[src/hdl/unicode_byte_error_scanner_core_defines.svh]
// Assertion macros shared by the scanner modules.
// No dependencies; included by files that carry concurrent checks.
`ifndef UNICODE_BYTE_ERROR_SCANNER_CORE_DEFINES_SVH
`define UNICODE_BYTE_ERROR_SCANNER_CORE_DEFINES_SVH

// same-cycle implication, masked during reset
`define UBES_ASSERT_IMP(label, clk, rst_n, ante, cons, msg) \
    label: assert property (@(posedge clk) disable iff (!rst_n) (ante) |-> (cons)) \
        else $error(msg);

// next-cycle implication, masked during reset
`define UBES_ASSERT_NXT(label, clk, rst_n, ante, cons, msg) \
    label: assert property (@(posedge clk) disable iff (!rst_n) (ante) |=> (cons)) \
        else $error(msg);

`endif

[src/hdl/ubes_pkg.sv]
// Types and constants of the byte error scanner.
// No dependencies; used by every module of the block.
package ubes_pkg;

    localparam int unsigned MAX_RES     = 5;
    localparam int unsigned MAX_ERR     = 4;
    localparam int unsigned QUEUE_DEPTH = 2;

    localparam logic [1:0] MODE_UTF8  = 2'd0;
    localparam logic [1:0] MODE_UTF16 = 2'd1;
    localparam logic [1:0] MODE_UTF32 = 2'd2;
    localparam logic [1:0] MODE_NONE  = 2'd3;

    localparam logic [1:0] REG_MODE   = 2'd0;
    localparam logic [1:0] REG_ENDIAN = 2'd1;

    localparam logic [3:0] KIND_BAD_CONT    = 4'd0;
    localparam logic [3:0] KIND_TRUNC       = 4'd1;
    localparam logic [3:0] KIND_INVALID     = 4'd2;
    localparam logic [3:0] KIND_ODD         = 4'd3;
    localparam logic [3:0] KIND_BAD_HIGH    = 4'd4;
    localparam logic [3:0] KIND_BAD_LOW     = 4'd5;
    localparam logic [3:0] KIND_MISSING_LOW = 4'd6;
    localparam logic [3:0] KIND_LENGTH      = 4'd7;
    localparam logic [3:0] KIND_ABOVE_MAX   = 4'd8;

    typedef struct packed {
        logic [7:0] data_byte;
        logic       stream_end;
    } t_in;

    typedef struct packed {
        logic        is_error;
        logic [3:0]  error_kind;
        logic [31:0] bad_value;
        logic [31:0] first_position;
        logic [2:0]  position_count;
        logic [31:0] error_total;
        logic        last_of_run;
    } t_out;

    // all results caused by one byte
    typedef struct packed {
        logic [2:0]              num;
        t_out [MAX_RES-1:0]      rec;
    } t_bundle;

endpackage

[src/hdl/ubes_back.sv]
// Back end: walks each bundle and presents its records one per transaction.
// Depends on ubes_pkg and the assertion macro header.
`include "unicode_byte_error_scanner_core_defines.svh"
module ubes_back (
    input  logic              i_clk,
    input  logic              i_rst_n,
    input  logic              i_q_valid,
    input  ubes_pkg::t_bundle i_q_data,
    output logic              o_q_pop,
    output logic              o_empty,
    input  logic              i_pop,
    output ubes_pkg::t_out    o_out
);

    logic              r_busy;
    ubes_pkg::t_bundle r_bundle;
    logic [2:0]        r_idx;
    logic              take;
    logic              last;

    assign take    = i_pop && r_busy;
    assign last    = (r_idx == (r_bundle.num - 3'd1));
    assign o_q_pop = i_q_valid && (!r_busy || (take && last));
    assign o_empty = !r_busy;
    assign o_out   = r_bundle.rec[r_idx];

    always_ff @(posedge i_clk) begin
        if (!i_rst_n) begin
            r_busy <= 1'b0;
            r_idx  <= 3'd0;
        end else if (o_q_pop) begin
            r_busy <= 1'b1;
            r_idx  <= 3'd0;
        end else if (take) begin
            if (last) r_busy <= 1'b0;
            r_idx <= r_idx + 3'd1;
        end
    end

    always_ff @(posedge i_clk) begin
        if (o_q_pop) r_bundle <= i_q_data;
    end

    `UBES_ASSERT_IMP(a_idx_range, i_clk, i_rst_n, r_busy,
        r_idx < r_bundle.num, "record index past bundle end")
    `UBES_ASSERT_NXT(a_drain, i_clk, i_rst_n, take && last && !i_q_valid,
        o_empty, "back end still busy after last record")
    `UBES_ASSERT_NXT(a_load, i_clk, i_rst_n, o_q_pop,
        !o_empty, "bundle taken but no record shown")

endmodule

[config.mk]
export PLATFORM = sky130hd
export DESIGN_NAME = ubes_back
export DESIGN_NICKNAME = d
export VERILOG_FILES = /design/src/hdl/ubes_pkg.sv /design/src/hdl/ubes_back.sv
export VERILOG_INCLUDE_DIRS = /design/src /design/src/hdl
export SDC_FILE = /design/constraint.sdc
export NUM_CORES = 1
export LEC_CHECK = 0
export BUFFER_PORTS_ARGS = -buffer_cell sky130_fd_sc_hd__buf_2
export CORE_ASPECT_RATIO = 0.8
export CORE_MARGIN = 1
export CORE_UTILIZATION = 35
export DETAILED_ROUTE_END_ITERATION = 6
export SYNTH_ARGS = -nofsm -noshare
export SYNTH_HDL_FRONTEND = slang
export SYNTH_SLANG_ARGS = --single-unit
export TNS_END_PERCENT = 50
[constraint.sdc]
create_clock -name i_clk -period 35.7 [get_ports i_clk]
set_input_delay 5.355 -clock i_clk [delete_from_list [all_inputs] [get_ports i_clk]]
set_output_delay 5.355 -clock i_clk [all_outputs]
set_load 0.02 [all_outputs]
==> run metrics <==
cell family with most CP delay simple AND/OR/NAND/NOR gates; R2R setup slack 30570 ps; outcome finished clean; FF+latch count, synth 532; Critical Path Sink Type primary output; Max-Cap Viols 0; Leak 9.78 nW; Placed Instance Area 0.0241 mm2; Placer Congestion 0.866; final worst path period share 0.346; Clock Skew 26.0 ps; distinct cell type count after synthesis 22; area of the multi-input gates 0.00347 mm2; hpwl dp 35500 um; endpoints failing setup 0; Starting Density 0.354; layout cells sized above 1 0.484; Setup CP Type in2out; clk_lat worst skew 590 ps; Storage cell area 0.0159 mm2; Fin Hold WS 560 ps; DRC 0; width of the die 270 um; Chip Height 216 um; reg-to-reg startpoint r_idx[2]$_SDFFE_PP0P_; Vias per Instance 4.66; CTS Buf Count 52; H-tree Lvls 2; worst min-delay path category reg2reg; routed wire length per instance 20.6 um; Levels on crit path 5; cells after synthesis 1022; final hold vios 0; fill cell count 5042; DRT antenna net count 0; CTS clock-pin slew for the worst setup and hold paths 70 ps; slew at the pin closest to its max-slew limit 1200 ps; FMAX 81.0 MHz; clock sink total 532; Worst Path Arrival 6990 ps; Final Max Slew Viols 0; Crit path required time 30340 ps; Setup crit end o_q_pop; largest net degree at the start of global routing 199; vias in the first global route 12213; Post CTS Setup Buffer Count 0; crit path time final 12350 ps; initial antenna violation count 18; crit path buf inv count 2; GR Overflow Total 0; Detailed Routing Iterations Pass 1 5; VDD IR max 0.0342 mV; CP max stage delay 560 ps; Hold-fix buffers, CTS 0; DRT Wirelength 51200 um; Mean Syn Cell Area 19.7 um2; Root Driver clkbuf_16; Nets 2214; first-pass GRT wire length 75000 um; core area 0.0567 mm2; R2R Path End r_bundle[234]$_DFFE_PP_; power density over cell area 53.1 mW/mm2; GRT Total Usage 0.172; vias after detailed routing 11598; clock buffer depth 3; worst reg2reg path depth 6; Port Buf Inserts 638; RSZ-0062 raised after global routing false; worst-path cell chain buf_2 > nand2_1 > o41ai_4 > and2_4 > buf_2; Die ar. 0.0584 mm2; post_cts resized 0; CTS tree built; post-synthesis sequential area ratio 0.793; final setup TNS 0 ps; post-synthesis cell area 0.0201 mm2; slowest cell on the critical path and2_4; Iter 0 DRT Violations 969; IO Count 639; Mapped Nets 1556; Slew HR 0.201; Synth Warn # 0; Most common cell on crit path buf_2; P&R area growth vs syn 28.0%; Design Area, Final 0.0257 mm2; Worst setup SP type primary input; CP Max Fanout 41; Setup crit start i_pop; site row count 78
[metrics by stage]
stage                      util  instances  setup WS, ps  total power, W
after CTS                 0.453       2480         23320         0.00138
after global routing      0.453       2490         23200         0.00142
after global placement    0.425       2386         23390        0.000853
after detailed placement  0.425       2386         23320        0.000856
after floorplan               -       1022         12360        0.000822
final                     0.453       2491         23350         0.00137
[layout make-up]
class                      count  area share
tap                          760      0.0370
clock buffer                  59      0.0525
clock inverter                35     0.00973
inverter                     110      0.0161
multi-input combinational    333       0.135
antenna                       11     0.00107
timing repair buffer         651       0.128
sequential                   532       0.620
[worst min-delay path, stage by stage (launching register included)]
cell and delay (ps):
dfxtp_1 370, nand3_1 90, a221oi_1 60
[flip-flops by register name, summed over array words and instances (netlist names)]
register	cells
r_bundle	528
r_idx	3
r_busy	1
[placed cells by master (no fill, tap or decap), drive strengths merged]
master	instances
mux4	105
a211oi	2
dfxtp	4
a21oi	1
clkinvlp	3
o41ai	1
nand2	107
ha	2
nand3	2
edfxtp	528
bufinv	3
inv	111
clkinv	28
clkbuf	59
diode	11
xor2	2
buf	651
xnor2	2
nor3b	1
a221oi	1
and2	1
o21ai	105
xor3	1
[power breakdown]
group          internal [W]  leakage [nW]  switching, W  total [W]
Combinational     0.0000456          3.94     0.0000558   0.000101
Clock              0.000292         0.779      0.000232   0.000524
Sequential         0.000731          5.07    0.00000954   0.000740
[synthesized netlist by cell type]
cell type	number	area, um2
edfxtp_1	528	15900
inv_1	110	413
nand2_1	107	402
mux4_2	105	2360
o21ai_0	94	470
buf_2	18	90.1
buf_4	13	97.6
clkbuf_1	13	48.8
o21ai_1	11	55.1
dfxtp_1	4	80.1
buf_6	3	33.8
a211oi_1	2	15.0
ha_1	2	25.0
nand3_1	2	10.0
xnor2_1	2	17.5
xor2_1	2	17.5
a21oi_1	1	5.00
a221oi_1	1	8.76
and2_1	1	6.26
nor3b_4	1	18.8
o41ai_4	1	27.5
xor3_1	1	23.8
[kinds of logic (layout without fill, tap and decap cells)]
group | Yosys count | after routing | synth area share
buffers and inverters | 157 | 855 | 0.0340
xor gates and xnor gates | 5 | 5 | 0.00293
and+or+nand+nor | 111 | 111 | 0.0217
adders and majority gates | 2 | 2 | 0.00125
DFF | 532 | 532 | 0.793
AOI/OAI and AO/OA | 110 | 110 | 0.0290
other | 0 | 11 | 0
muxes | 105 | 105 | 0.118
[worst min path at each step]
| stage | depth (start not counted) | slack, ps | startpoint | end |
|---|---|---|---|---|
| 3_3_place_gp | 2 | 580 | r_busy$_SDFFE_PN0P_ | r_busy$_SDFFE_PN0P_ |
| 6_report | 2 | 560 | r_busy$_SDFFE_PN0P_ | r_idx[1]$_SDFFE_PP0P_ |
| 5_1_grt | 2 | 620 | r_busy$_SDFFE_PN0P_ | r_idx[0]$_SDFFE_PP0P_ |
| 3_5_place_dp | 2 | 570 | r_busy$_SDFFE_PN0P_ | r_idx[1]$_SDFFE_PP0P_ |
| 2_1_floorplan | 2 | 520 | r_busy$_SDFFE_PN0P_ | r_busy$_SDFFE_PN0P_ |
| 4_1_cts | 2 | 560 | r_busy$_SDFFE_PN0P_ | r_idx[1]$_SDFFE_PP0P_ |
[metal layers]
layer | share of wire | global-route usage
met2 | 0.51 | 0.289
met4 | 0.026 | 0.0606
met5 | 0.0017 | 0
met1 | 0.39 | 0.210
met3 | 0.079 | 0.0529
Note: power is estimated with default switching activity, not from simulation.
