### src/hdl/unicode_byte_error_scanner_core_defines.svh
// Assertion macros shared by the scanner modules.
// No dependencies; included by files that carry concurrent checks.
`ifndef UNICODE_BYTE_ERROR_SCANNER_CORE_DEFINES_SVH
`define UNICODE_BYTE_ERROR_SCANNER_CORE_DEFINES_SVH

// same-cycle implication, masked during reset
`define UBES_ASSERT_IMP(label, clk, rst_n, ante, cons, msg) \
    label: assert property (@(posedge clk) disable iff (!rst_n) (ante) |-> (cons)) \
        else $error(msg);

// next-cycle implication, masked during reset
`define UBES_ASSERT_NXT(label, clk, rst_n, ante, cons, msg) \
    label: assert property (@(posedge clk) disable iff (!rst_n) (ante) |=> (cons)) \
        else $error(msg);

`endif

### src/hdl/ubes_pkg.sv
// Types and constants of the byte error scanner.
// No dependencies; used by every module of the block.
package ubes_pkg;

    localparam int unsigned MAX_RES     = 5;
    localparam int unsigned MAX_ERR     = 4;
    localparam int unsigned QUEUE_DEPTH = 2;

    localparam logic [1:0] MODE_UTF8  = 2'd0;
    localparam logic [1:0] MODE_UTF16 = 2'd1;
    localparam logic [1:0] MODE_UTF32 = 2'd2;
    localparam logic [1:0] MODE_NONE  = 2'd3;

    localparam logic [1:0] REG_MODE   = 2'd0;
    localparam logic [1:0] REG_ENDIAN = 2'd1;

    localparam logic [3:0] KIND_BAD_CONT    = 4'd0;
    localparam logic [3:0] KIND_TRUNC       = 4'd1;
    localparam logic [3:0] KIND_INVALID     = 4'd2;
    localparam logic [3:0] KIND_ODD         = 4'd3;
    localparam logic [3:0] KIND_BAD_HIGH    = 4'd4;
    localparam logic [3:0] KIND_BAD_LOW     = 4'd5;
    localparam logic [3:0] KIND_MISSING_LOW = 4'd6;
    localparam logic [3:0] KIND_LENGTH      = 4'd7;
    localparam logic [3:0] KIND_ABOVE_MAX   = 4'd8;

    typedef struct packed {
        logic [7:0] data_byte;
        logic       stream_end;
    } t_in;

    typedef struct packed {
        logic        is_error;
        logic [3:0]  error_kind;
        logic [31:0] bad_value;
        logic [31:0] first_position;
        logic [2:0]  position_count;
        logic [31:0] error_total;
        logic        last_of_run;
    } t_out;

    // all results caused by one byte
    typedef struct packed {
        logic [2:0]              num;
        t_out [MAX_RES-1:0]      rec;
    } t_bundle;

endpackage

### src/hdl/ubes_queue.sv
// Short bundle queue between front and back end.
// Depends on ubes_pkg and the assertion macro header.
`include "unicode_byte_error_scanner_core_defines.svh"
module ubes_queue (
    input  logic              i_clk,
    input  logic              i_rst_n,
    input  logic              i_push,
    input  ubes_pkg::t_bundle i_data,
    output logic              o_full,
    input  logic              i_pop,
    output logic              o_valid,
    output ubes_pkg::t_bundle o_data
);

    localparam int unsigned AW = $clog2(ubes_pkg::QUEUE_DEPTH);
    localparam int unsigned CW = $clog2(ubes_pkg::QUEUE_DEPTH + 1);

    ubes_pkg::t_bundle r_mem [ubes_pkg::QUEUE_DEPTH];
    logic [AW-1:0]     r_wp;
    logic [AW-1:0]     r_rp;
    logic [CW-1:0]     r_cnt;
    logic              wr;
    logic              rd;

    assign o_full  = (r_cnt == CW'(ubes_pkg::QUEUE_DEPTH));
    assign o_valid = (r_cnt != '0);
    assign o_data  = r_mem[r_rp];
    assign wr      = i_push && !o_full;
    assign rd      = i_pop && o_valid;

    function automatic logic [AW-1:0] nxt(logic [AW-1:0] p);
        return (p == AW'(ubes_pkg::QUEUE_DEPTH - 1)) ? '0 : p + AW'(1);
    endfunction

    always_ff @(posedge i_clk) begin
        if (!i_rst_n) begin
            r_wp  <= '0;
            r_rp  <= '0;
            r_cnt <= '0;
        end else begin
            if (wr) r_wp <= nxt(r_wp);
            if (rd) r_rp <= nxt(r_rp);
            r_cnt <= r_cnt + CW'(wr) - CW'(rd);
        end
    end

    always_ff @(posedge i_clk) begin
        if (wr) r_mem[r_wp] <= i_data;
    end

    `UBES_ASSERT_IMP(a_q_bound, i_clk, i_rst_n, 1'b1,
        r_cnt <= CW'(ubes_pkg::QUEUE_DEPTH), "queue occupancy above depth")
    `UBES_ASSERT_IMP(a_q_noempty_bundle, i_clk, i_rst_n, o_valid,
        o_data.num != 3'd0, "empty bundle in queue")
    `UBES_ASSERT_NXT(a_q_push_seen, i_clk, i_rst_n, wr,
        o_valid, "written bundle not visible")

endmodule

### config.mk
export PLATFORM = sky130hd
export DESIGN_NAME = ubes_queue
export DESIGN_NICKNAME = d
export VERILOG_FILES = /design/src/hdl/ubes_pkg.sv /design/src/hdl/ubes_queue.sv
export VERILOG_INCLUDE_DIRS = /design/src /design/src/hdl
export SDC_FILE = /design/constraint.sdc
export NUM_CORES = 1
export LEC_CHECK = 0
export BUFFER_PORTS_ARGS = -buffer_cell sky130_fd_sc_hd__buf_2
export CAP_MARGIN = 20
export CELL_PAD_IN_SITES_DETAIL_PLACEMENT = 1
export CELL_PAD_IN_SITES_GLOBAL_PLACEMENT = 1
export CORE_AREA = 2 2 418 420
export CTS_BUF_LIST = sky130_fd_sc_hd__clkbuf_4
export DETAILED_ROUTE_END_ITERATION = 6
export DIE_AREA = 0 0 420 422
export GPL_ROUTABILITY_DRIVEN = 0
export PLACE_DENSITY_LB_ADDON = 0.05
export SLEW_MARGIN = 20
export SYNTH_ARGS = -nofsm -noshare
export SYNTH_HDL_FRONTEND = slang
export SYNTH_SLANG_ARGS = --single-unit
export TNS_END_PERCENT = 50
### constraint.sdc
create_clock -name i_clk -period 36.8 [get_ports i_clk]
set_input_delay 5.52 -clock i_clk [delete_from_list [all_inputs] [get_ports i_clk]]
set_output_delay 5.52 -clock i_clk [all_outputs]
set_load 0.02 [all_outputs]
==> flow_summary.yaml, run 1 <==
critical_path:
  end_kind: "output pin"
  worstSetupStartpointType: "flop"
  slowest_stage: "buf_4"
  worst_ep_arrival_time_ps: 5870
  cp_slowest_stage_delay_ps: 910
  critPathKind: "reg2out"
  crit_fanout: 68
  r2r_start: "r_cnt[0]"
  worst_path_most_repeated_cell: "buf_4"
  worst_r2r_path_depth: 5
  r2r_slack_ps: 32460
  critPathRequiredTime_ps: 31280
  crit_end: "o_data[504]"
  path_cells: "buf_4 > buf_4 > buf_4 > buf_4 > mux2_2 > buf_2"
  reg2reg_to: "r_mem[1][48]"
logic_synthesis:
  synth_area_um2: 38550
  syn_inst: 1670
  async_flop_share: 0
  synth_edf_count: 1056
  synthAdderAreaFrac: 0.0006491
  synth_simple_gate_area_share: 0.001688
  ys.flop_type: "edfxtp_1"
  ys_seq_elements: 1061
  yosysTopAreaCell: "edfxtp_1"
  synth_xor_area_frac: 0.0004544
  ys_warn_count: 0
  synth_compound_area_frac: 0.0001947
  synth_top_family_by_area: "multiplexers"
  syn_avg_cell_area_um2: 23.09
  synth_top_area_share: 0.8225
  synth-seq-area-share: 0.8251
  synth_nets: 2204
  yosysUniqueCellTypes: 19
  synthMuxAreaShare: 0.1545
  synth_area_leaders: "edfxtp_1, mux2_2, buf_6, dfxtp_1, ha_1"
detailed_routing:
  drt_iter0_markers: 874
  route.detailed.drc: 0
  ant_nets: 0
  first_pass_iters: 4
  via_per_inst: 3.953
  dr_total_vias: 21980
  wl_met2_um: 72770
  wl_met1_um: 39930
  wire_per_inst_um: 23.51
  top_layer: "met5"
  met3_length_um: 12840
  totalWireLength_um: 130700
sta:
  slew_headroom: 0.3089
  fin_skew_ps: 91.16
  worstMarginPinSlew_ps: 1037
  rsz0062_at_grt: "false"
  setup_viol: 0
  slew_violations: 0
  period_share: 0.3094
  fmax_mhz: 87.82
  setup_ws_ps: 25410
  min_period_ps: 11390
  hold_viol: 0
  fin_setup_tns_ps: 0
clocking:
  root_buffer: "clkbuf_4"
  cts_tree: "built"
  cts_hold_buf: 0
  path_clk_slew_ps: 60
  insertion_delay_ps: 1290
  numCtsBuffers: 329
  cts_setup_buffers: 0
  htreeDepth: 5
  cts_resized: 0
  clock_sinks: 1061
  cts_buffer_depth: 4
grt:
  grt_max_degree: 160
  antenna_found_initial: 143
  grt_pass1_vias: 24060
  grt_pass1_wl_um: 177000
  grt_use_total: 0.1429
  grt_overflow_total: 0
floorplanning:
  fp.dieH_um: 422
  floorplan.initialDensity: 0.2230
  die_w_um: 420
  core-area_um2: 172900
  io_pins: 1062
  die_area_um2: 177200
  rows: 153
placed_design:
  hpwl_um: 92090
  placed_cell_area_um2: 46350
  portBuffers: 1061
  pre_cts_slack_ps: 26430
layout:
  areaGrowthSynthToFinish_pct: 30.23
  drive_above_1_share: 0.6496
  nFillCells: 18320
  fin_area_um2: 50210
  fin_nets: 3557
hold_path:
  hp-start: "r_wp"
  hp-class: "reg2reg"
run_status:
  status: "finished, final reports clean"
pwr:
  irDropWorstVdd_v: 0.00003960
  powerDensity_nw_per_um2: 76.17
  p_leak_nw: 18.49
job:
  max_cap_viol_count: 0
-- layout make-up --
cell class | instances | area, µm² | share of cell area
Sequential cell | 1061 | 31810 | 0.6337
Multi-Input combinational cell | 547 | 6083 | 0.1212
Timing Repair Buffer | 1081 | 5563 | 0.1108
Clock buffer | 470 | 3528 | 0.07028
Tap cell | 2325 | 2909 | 0.05794
Clock inverter | 49 | 237.7 | 0.004735
Antenna cell | 24 | 60.06 | 0.001196
Inverter | 3 | 11.26 | 0.0002243
-- how the worst min path moves through the flow --
stage,cells after the start,end,slack [ps]
after floorplan,2,r_wp,450
after global placement,2,r_rp,510
after detailed placement,2,r_rp,530
after CTS,2,r_rp,540
after global routing,2,r_rp,570
final,2,r_wp,540
-- cells by family after synthesis --
kind of cell               after synthesis
DFF                                   1061
muxes                                  529
buffers and inverters                   62
and+or+nand+nor                         13
xor gates and xnor gates                 2
adders and majority gates                2
AOI/OAI and AO/OA                        1
-- per-layer routing --
metal	track usage	vias up
met5	0	-
met4	0.05857	60
met3	0.06927	471
met2	0.2748	1035
met1	0.1227	10810
li1	-	9597
-- layout by cell type (no fill, tap or decap), types with 2 or more instances in the layout --
cell type / netlist / layout
diode_2: 0 / 24
clkinv_1: 0 / 45
nand2_1: 2 / 2
ha_1: 2 / 2
nor2_1: 4 / 3
nand2b_1: 2 / 2
buf_12: 0 / 5
inv_1: 3 / 3
buf_2: 0 / 1061
and2_1: 2 / 2
mux2_2: 527 / 527
dfxtp_1: 5 / 4
clkbuf_4: 0 / 470
bufinv_16: 0 / 2
buf_4: 1 / 13
buf_16: 0 / 2
edfxtp_1: 1056 / 1056
-- synth_stat cells, types with 2 or more instances --
| master | instances |
|---|---|
| inv_1 | 3 |
| dfxtp_1 | 5 |
| edfxtp_1 | 1056 |
| ha_1 | 2 |
| nand2b_1 | 2 |
| buf_6 | 58 |
| nor2_1 | 4 |
| mux2_2 | 527 |
| and2_1 | 2 |
| nand2_1 | 2 |
-- stage by stage --
step / power [mW] / hold WS [ps] / std cells / utilization
after global placement: 2.784 / 509.6 / 5015 / 0.2680
after global routing: 4.037 / 566.0 / 5552 / 0.2903
after detailed placement: 2.796 / 531.8 / 5016 / 0.2681
after floorplan: 2.516 / 454.9 / 1670 / -
final: 3.824 / 539.4 / 5560 / 0.2904
after CTS: 3.935 / 543.6 / 5535 / 0.2899
-- flip-flops by register name, summed over array words and instances, names as in the netlist, named ones only --
register and cells:
r_mem 1056, r_cnt 2, r_rp 1, r_wp 1
-- power by group --
group | internal [mW] | switching [mW] | total (mW)
registers | 1.56 | 0.0460 | 1.61
logic | 0.389 | 0.736 | 1.12
clock network | 0.589 | 0.504 | 1.09
total | 2.54 | 1.29 | 3.82
-- worst max-delay path: cells and delay by family (launching register included) --
family	cells	cell delay (ps)
muxes	1	410
DFF	1	610
buffers and inverters	5	3430
Power figures use the tool's default switching activity.
==> run 2: changes to the inputs <==
==> constraint.sdc (replaced) <==
create_clock -name i_clk -period 11.4 [get_ports i_clk]
set_input_delay 1.71 -clock i_clk [delete_from_list [all_inputs] [get_ports i_clk]]
set_output_delay 1.71 -clock i_clk [all_outputs]
set_load 0.02 [all_outputs]
==> flow_summary.yaml, run 2 (synthesis gave the netlist of run 1 again) <==
floorplanning:
  core-area_um2: 172900
  die_area_um2: 177200
  die_w_um: 420
  io_pins: 1062
  rows: 153
  fp.dieH_um: 422
  floorplan.initialDensity: 0.2230
placed_design:
  placed_cell_area_um2: 46320
  hpwl_um: 98370
  portBuffers: 1061
  dp_cells: 5011
sta:
  period_share: 0.5519
  rsz0062_at_grt: "false"
  worstMarginPinSlew_ps: 1168
  fmax_mhz: 158.9
  min_period_ps: 6292
  slew_headroom: 0.2210
  setup_viol: 0
  hold_viol: 0
  fin_skew_ps: 62.34
  slew_violations: 0
detailed_routing:
  first_pass_iters: 4
  met3_length_um: 12750
  route.detailed.drc: 0
  dr_total_vias: 22190
  wl_met1_um: 41370
  wire_per_inst_um: 24.51
  via_per_inst: 3.951
  top_layer: "met5"
  drt_iter0_markers: 767
  ant_nets: 0
  wl_met2_um: 76050
  totalWireLength_um: 137600
layout:
  drive_above_1_share: 0.6473
  fin_nets: 3555
  mostFrequentLayoutCells: "buf_2, edfxtp_1, mux2_2"
  areaGrowthSynthToFinish_pct: 30.60
  fin_area_um2: 50350
  top_regs: "r_mem x1056, r_cnt x2"
  final_cells: 5615
  largest-register: "r_mem"
  largest_reg_flops: 1056
  final_common_cell: "buf_2"
clocking:
  clock_sinks: 1061
  cts_tree: "built"
  numCtsBuffers: 332
  cts_setup_buffers: 0
  cts_hold_buf: 0
  cts_buffer_depth: 4
  path_clk_slew_ps: 60
  cts_resized: 0
  htreeDepth: 5
  root_buffer: "clkbuf_4"
  insertion_delay_ps: 1260
pwr:
  powerDensity_nw_per_um2: 246.8
  switching_share: 0.3405
  clkPwrFrac: 0.288
  p_leak_nw: 18.55
  switchingPower_mw: 4.232
  irDropWorstVdd_v: 0.0001021
  seqPwrFrac: 0.422
  internal_power_mw: 8.197
  comb_power_share: 0.289
hold_path:
  hp-class: "reg2reg"
  hp-start: "r_rp"
  hold_depth: 2
grt:
  grt_overflow_total: 0
  grt_max_degree: 167
  antenna_found_initial: 152
  grt_pass1_vias: 24920
  grt_pass1_wl_um: 186700
  grt_use_total: 0.1512
critical_path:
  crit_fanout: 68
  r2r_slack_ps: 7690
  worst_r2r_path_depth: 5
  critPathKind: "reg2out"
  r2r_start: "r_cnt[0]"
  critPathRequiredTime_ps: 9690
  worstSetupStartpointType: "flop"
  end_kind: "output pin"
  reg2reg_to: "r_mem[0][481]"
  worst_ep_arrival_time_ps: 4580
run_status:
  status: "finished, final reports clean"
job:
  max_cap_viol_count: 0
[run 2: changes by cell type in the layout (fill, tap and decap cells not counted), sizes merged]
cell / previous run / this run
buf: 1081 / 1076
inv: 4 / 8
clkinv: 46 / 72
bufinv: 2 / 0
diode: 24 / 49
clkbuf: 470 / 477
[run 2: per-stage QoR]
step | worst slack (ps) | total power, mW | TNS [ps] | hold WS, ps | util
2_1_floorplan | -3285 | 7.841 | -1734710 | 480.9 | -
3_3_place_gp | 6283 | 9.025 | 0 | 502.2 | 0.2680
3_5_place_dp | 6226 | 9.048 | 0 | 499.4 | 0.2680
4_1_cts | 4679 | 12.78 | 0 | 346.3 | 0.2904
5_1_grt | 4581 | 13.12 | 0 | 392.7 | 0.2910
6_report | 5108 | 12.43 | 0 | 509.0 | 0.2913
[run 2: critical path: stages (launching register included)]
cell and delay (ps):
dfxtp_4 980, buf_4 870, buf_4 680, mux2_2 420
buf_2 160
[run 2: area by class of cell]
type                            instances  area [µm²]
Antenna cell                           49       122.6
Clock buffer                          477        3581
Clock inverter                         77       300.3
Fill cell                           18300      122500
Inverter                                3       11.26
Multi-Input combinational cell        547        6083
Sequential cell                      1061       31810
Tap cell                             2325        2909
Timing Repair Buffer                 1076        5530
[run 2: how the worst max path moves through the flow]
stage / start / slack (ps) / to
after floorplan: i_push / -3290 / r_mem[1][0]
after global placement: flop / 6280 / o_data[34]
after detailed placement: flop / 6230 / o_data[108]
after CTS: flop / 4680 / o_data[108]
after global routing: flop / 4580 / o_data[76]
final: flop / 5110 / o_data[69]
[run 2: routing by layer]
metal	track usage	up-vias
li1	-	9651
met1	0.1274	10840
met2	0.2867	1070
met3	0.06960	541
met4	0.08327	80
met5	0	-
[run 2: power by group through the flow]
stage	Clock, mW	Sequential (mW)	Combinational (mW)
6_report	3.58	5.25	3.60
5_1_grt	3.98	5.30	3.83
4_1_cts	3.80	5.26	3.72
3_5_place_dp	0	5.34	3.71
3_3_place_gp	0	5.33	3.70
2_1_floorplan	0	5.46	2.38
==> run 3: changes to the inputs <==
==> constraint.sdc (replaced) <==
create_clock -name i_clk -period 6.21 [get_ports i_clk]
set_input_delay 0.9315 -clock i_clk [delete_from_list [all_inputs] [get_ports i_clk]]
set_output_delay 0.9315 -clock i_clk [all_outputs]
set_load 0.02 [all_outputs]
==> flow_summary.yaml, run 3 (synthesis gave the netlist of run 1 again) <==
run_status:
  status: "finished, final reports clean"
floorplanning:
  fp.dieH_um: 422
  die_area_um2: 177200
  die_w_um: 420
  floorplan.initialDensity: 0.2230
  rows: 153
  core-area_um2: 172900
  io_pins: 1062
layout:
  mostFrequentLayoutCells: "buf_2, edfxtp_1, dlygate4sd3_1"
  top_regs: "r_mem x1056, r_cnt x2"
  drive_above_1_share: 0.5562
  areaGrowthSynthToFinish_pct: 44.59
  fin_nets: 4099
  largest-register: "r_mem"
  largest_reg_flops: 1056
  post-route-util: 0.3225
  final_common_cell: "buf_2"
  nFillCells: 18240
pwr:
  p_leak_nw: 20.83
  switching_share: 0.3384
  seqPwrFrac: 0.412
  switchingPower_mw: 7.819
  powerDensity_nw_per_um2: 414.5
  comb_power_share: 0.305
  clkPwrFrac: 0.283
  internal_power_mw: 15.29
  irDropWorstVdd_v: 0.0002024
  p_total_mw: 23.11
clocking:
  htreeDepth: 5
  cts_buffer_depth: 4
  insertion_delay_ps: 1270
  root_buffer: "clkbuf_4"
  path_clk_slew_ps: 60
  numCtsBuffers: 327
  cts_tree: "built"
  clock_sinks: 1061
  cts_resized: 0
detailed_routing:
  via_per_inst: 3.840
  drt_iter0_markers: 839
  route.detailed.drc: 0
  totalWireLength_um: 132700
  wire_per_inst_um: 21.63
  first_pass_iters: 4
  ant_nets: 0
  dr_total_vias: 23550
placed_design:
  portBuffers: 1061
  hpwl_um: 93290
  pre_cts_slack_ps: 2866
sta:
  fin_skew_ps: 101.6
  hold_viol: 0
  slew_violations: 0
  whs_ps: 386.2
  setup_ws_ps: 1760
  setup_viol: 0
  slew_headroom: 0.3042
  min_period_ps: 4450
  period_share: 0.7167
  fmax_mhz: 224.7
  rsz0062_at_grt: "false"
  worstMarginPinSlew_ps: 1044
grt:
  grt_max_degree: 138
  grt_pass1_wl_um: 186200
  antenna_found_initial: 44
  grt_overflow_total: 0
  grt_pass1_vias: 26990
  grt_use_total: 0.1465
critical_path:
  critPathKind: "reg2out"
  critPathRequiredTime_ps: 5280
  critPathBufInv: 2
  worstSetupStartpointType: "flop"
  cp_slowest_stage_delay_ps: 930
  worst_ep_arrival_time_ps: 3520
  path_cells: "buf_12 > mux2_2 > buf_2"
  slowest_stage: "dfxtp_4"
  crit_fanout: 108
  end_kind: "output pin"
  cp_top_family: "flip-flops"
hold_path:
  hp-class: "in2reg"
job:
  max_cap_viol_count: 0
## run 3: changes by cell type in the layout (fill, tap and decap cells not counted), sizes merged
| cell | before | now |
|---|---|---|
| clkinv | 72 | 69 |
| bufinv | 0 | 2 |
| inv | 8 | 9 |
| clkbuf | 477 | 466 |
| buf | 1076 | 1094 |
| dlygate4sd3 | 0 | 531 |
| diode | 49 | 28 |
## run 3: layout make-up
type                            instances  area, µm²  share of cell area
Clock inverter                         77      344.1            0.006172
Timing Repair Buffer                 1625      11000              0.1973
Tap cell                             2325       2909             0.05219
Inverter                                3      11.26           0.0002020
Antenna cell                           28      70.07            0.001257
Clock buffer                          466       3498             0.06276
Multi-Input combinational cell        547       6100              0.1094
Sequential cell                      1061      31810              0.5707
## run 3: metal layers
layer | global-route usage | routed length, µm
met5 | 0 | 60
met3 | 0.06012 | 11330
met2 | 0.2730 | 72400
met1 | 0.1387 | 44530
met4 | 0.06409 | 4335
## run 3: final timing paths
kind,from,cells past startpoint,slack [ps],to
setup reg to reg,r_cnt[0],5,3460,r_mem[0][81]
hold reg to reg,r_rp,2,530,flop
setup / recovery,flop,3,1760,o_data[114]
hold / removal,i_data[106],2,390,r_mem[1][106]
## run 3: through the flow
stage,setup TNS (ps),instance area (µm²),instances
after detailed placement,0,46520,5030
after global placement,0,46520,5030
after global routing,0,55730,6127
after floorplan,-2372630,38580,1670
after CTS,0,55670,6104
final,0,55740,6132
## run 3: what timing repair did
action,CTS,global route
buffers inserted,0,0
hold buffers,531,0
hold endpoints to repair,1072,0
## run 3: power by group through the flow
stage | logic [mW] | registers (mW) | clock network (mW)
after detailed placement | 6.97 | 9.68 | 0
after global placement | 6.95 | 9.63 | 0
after floorplan | 4.38 | 9.87 | 0
final | 7.05 | 9.51 | 6.54
after global routing | 7.51 | 9.63 | 7.28
after CTS | 7.31 | 9.54 | 6.95
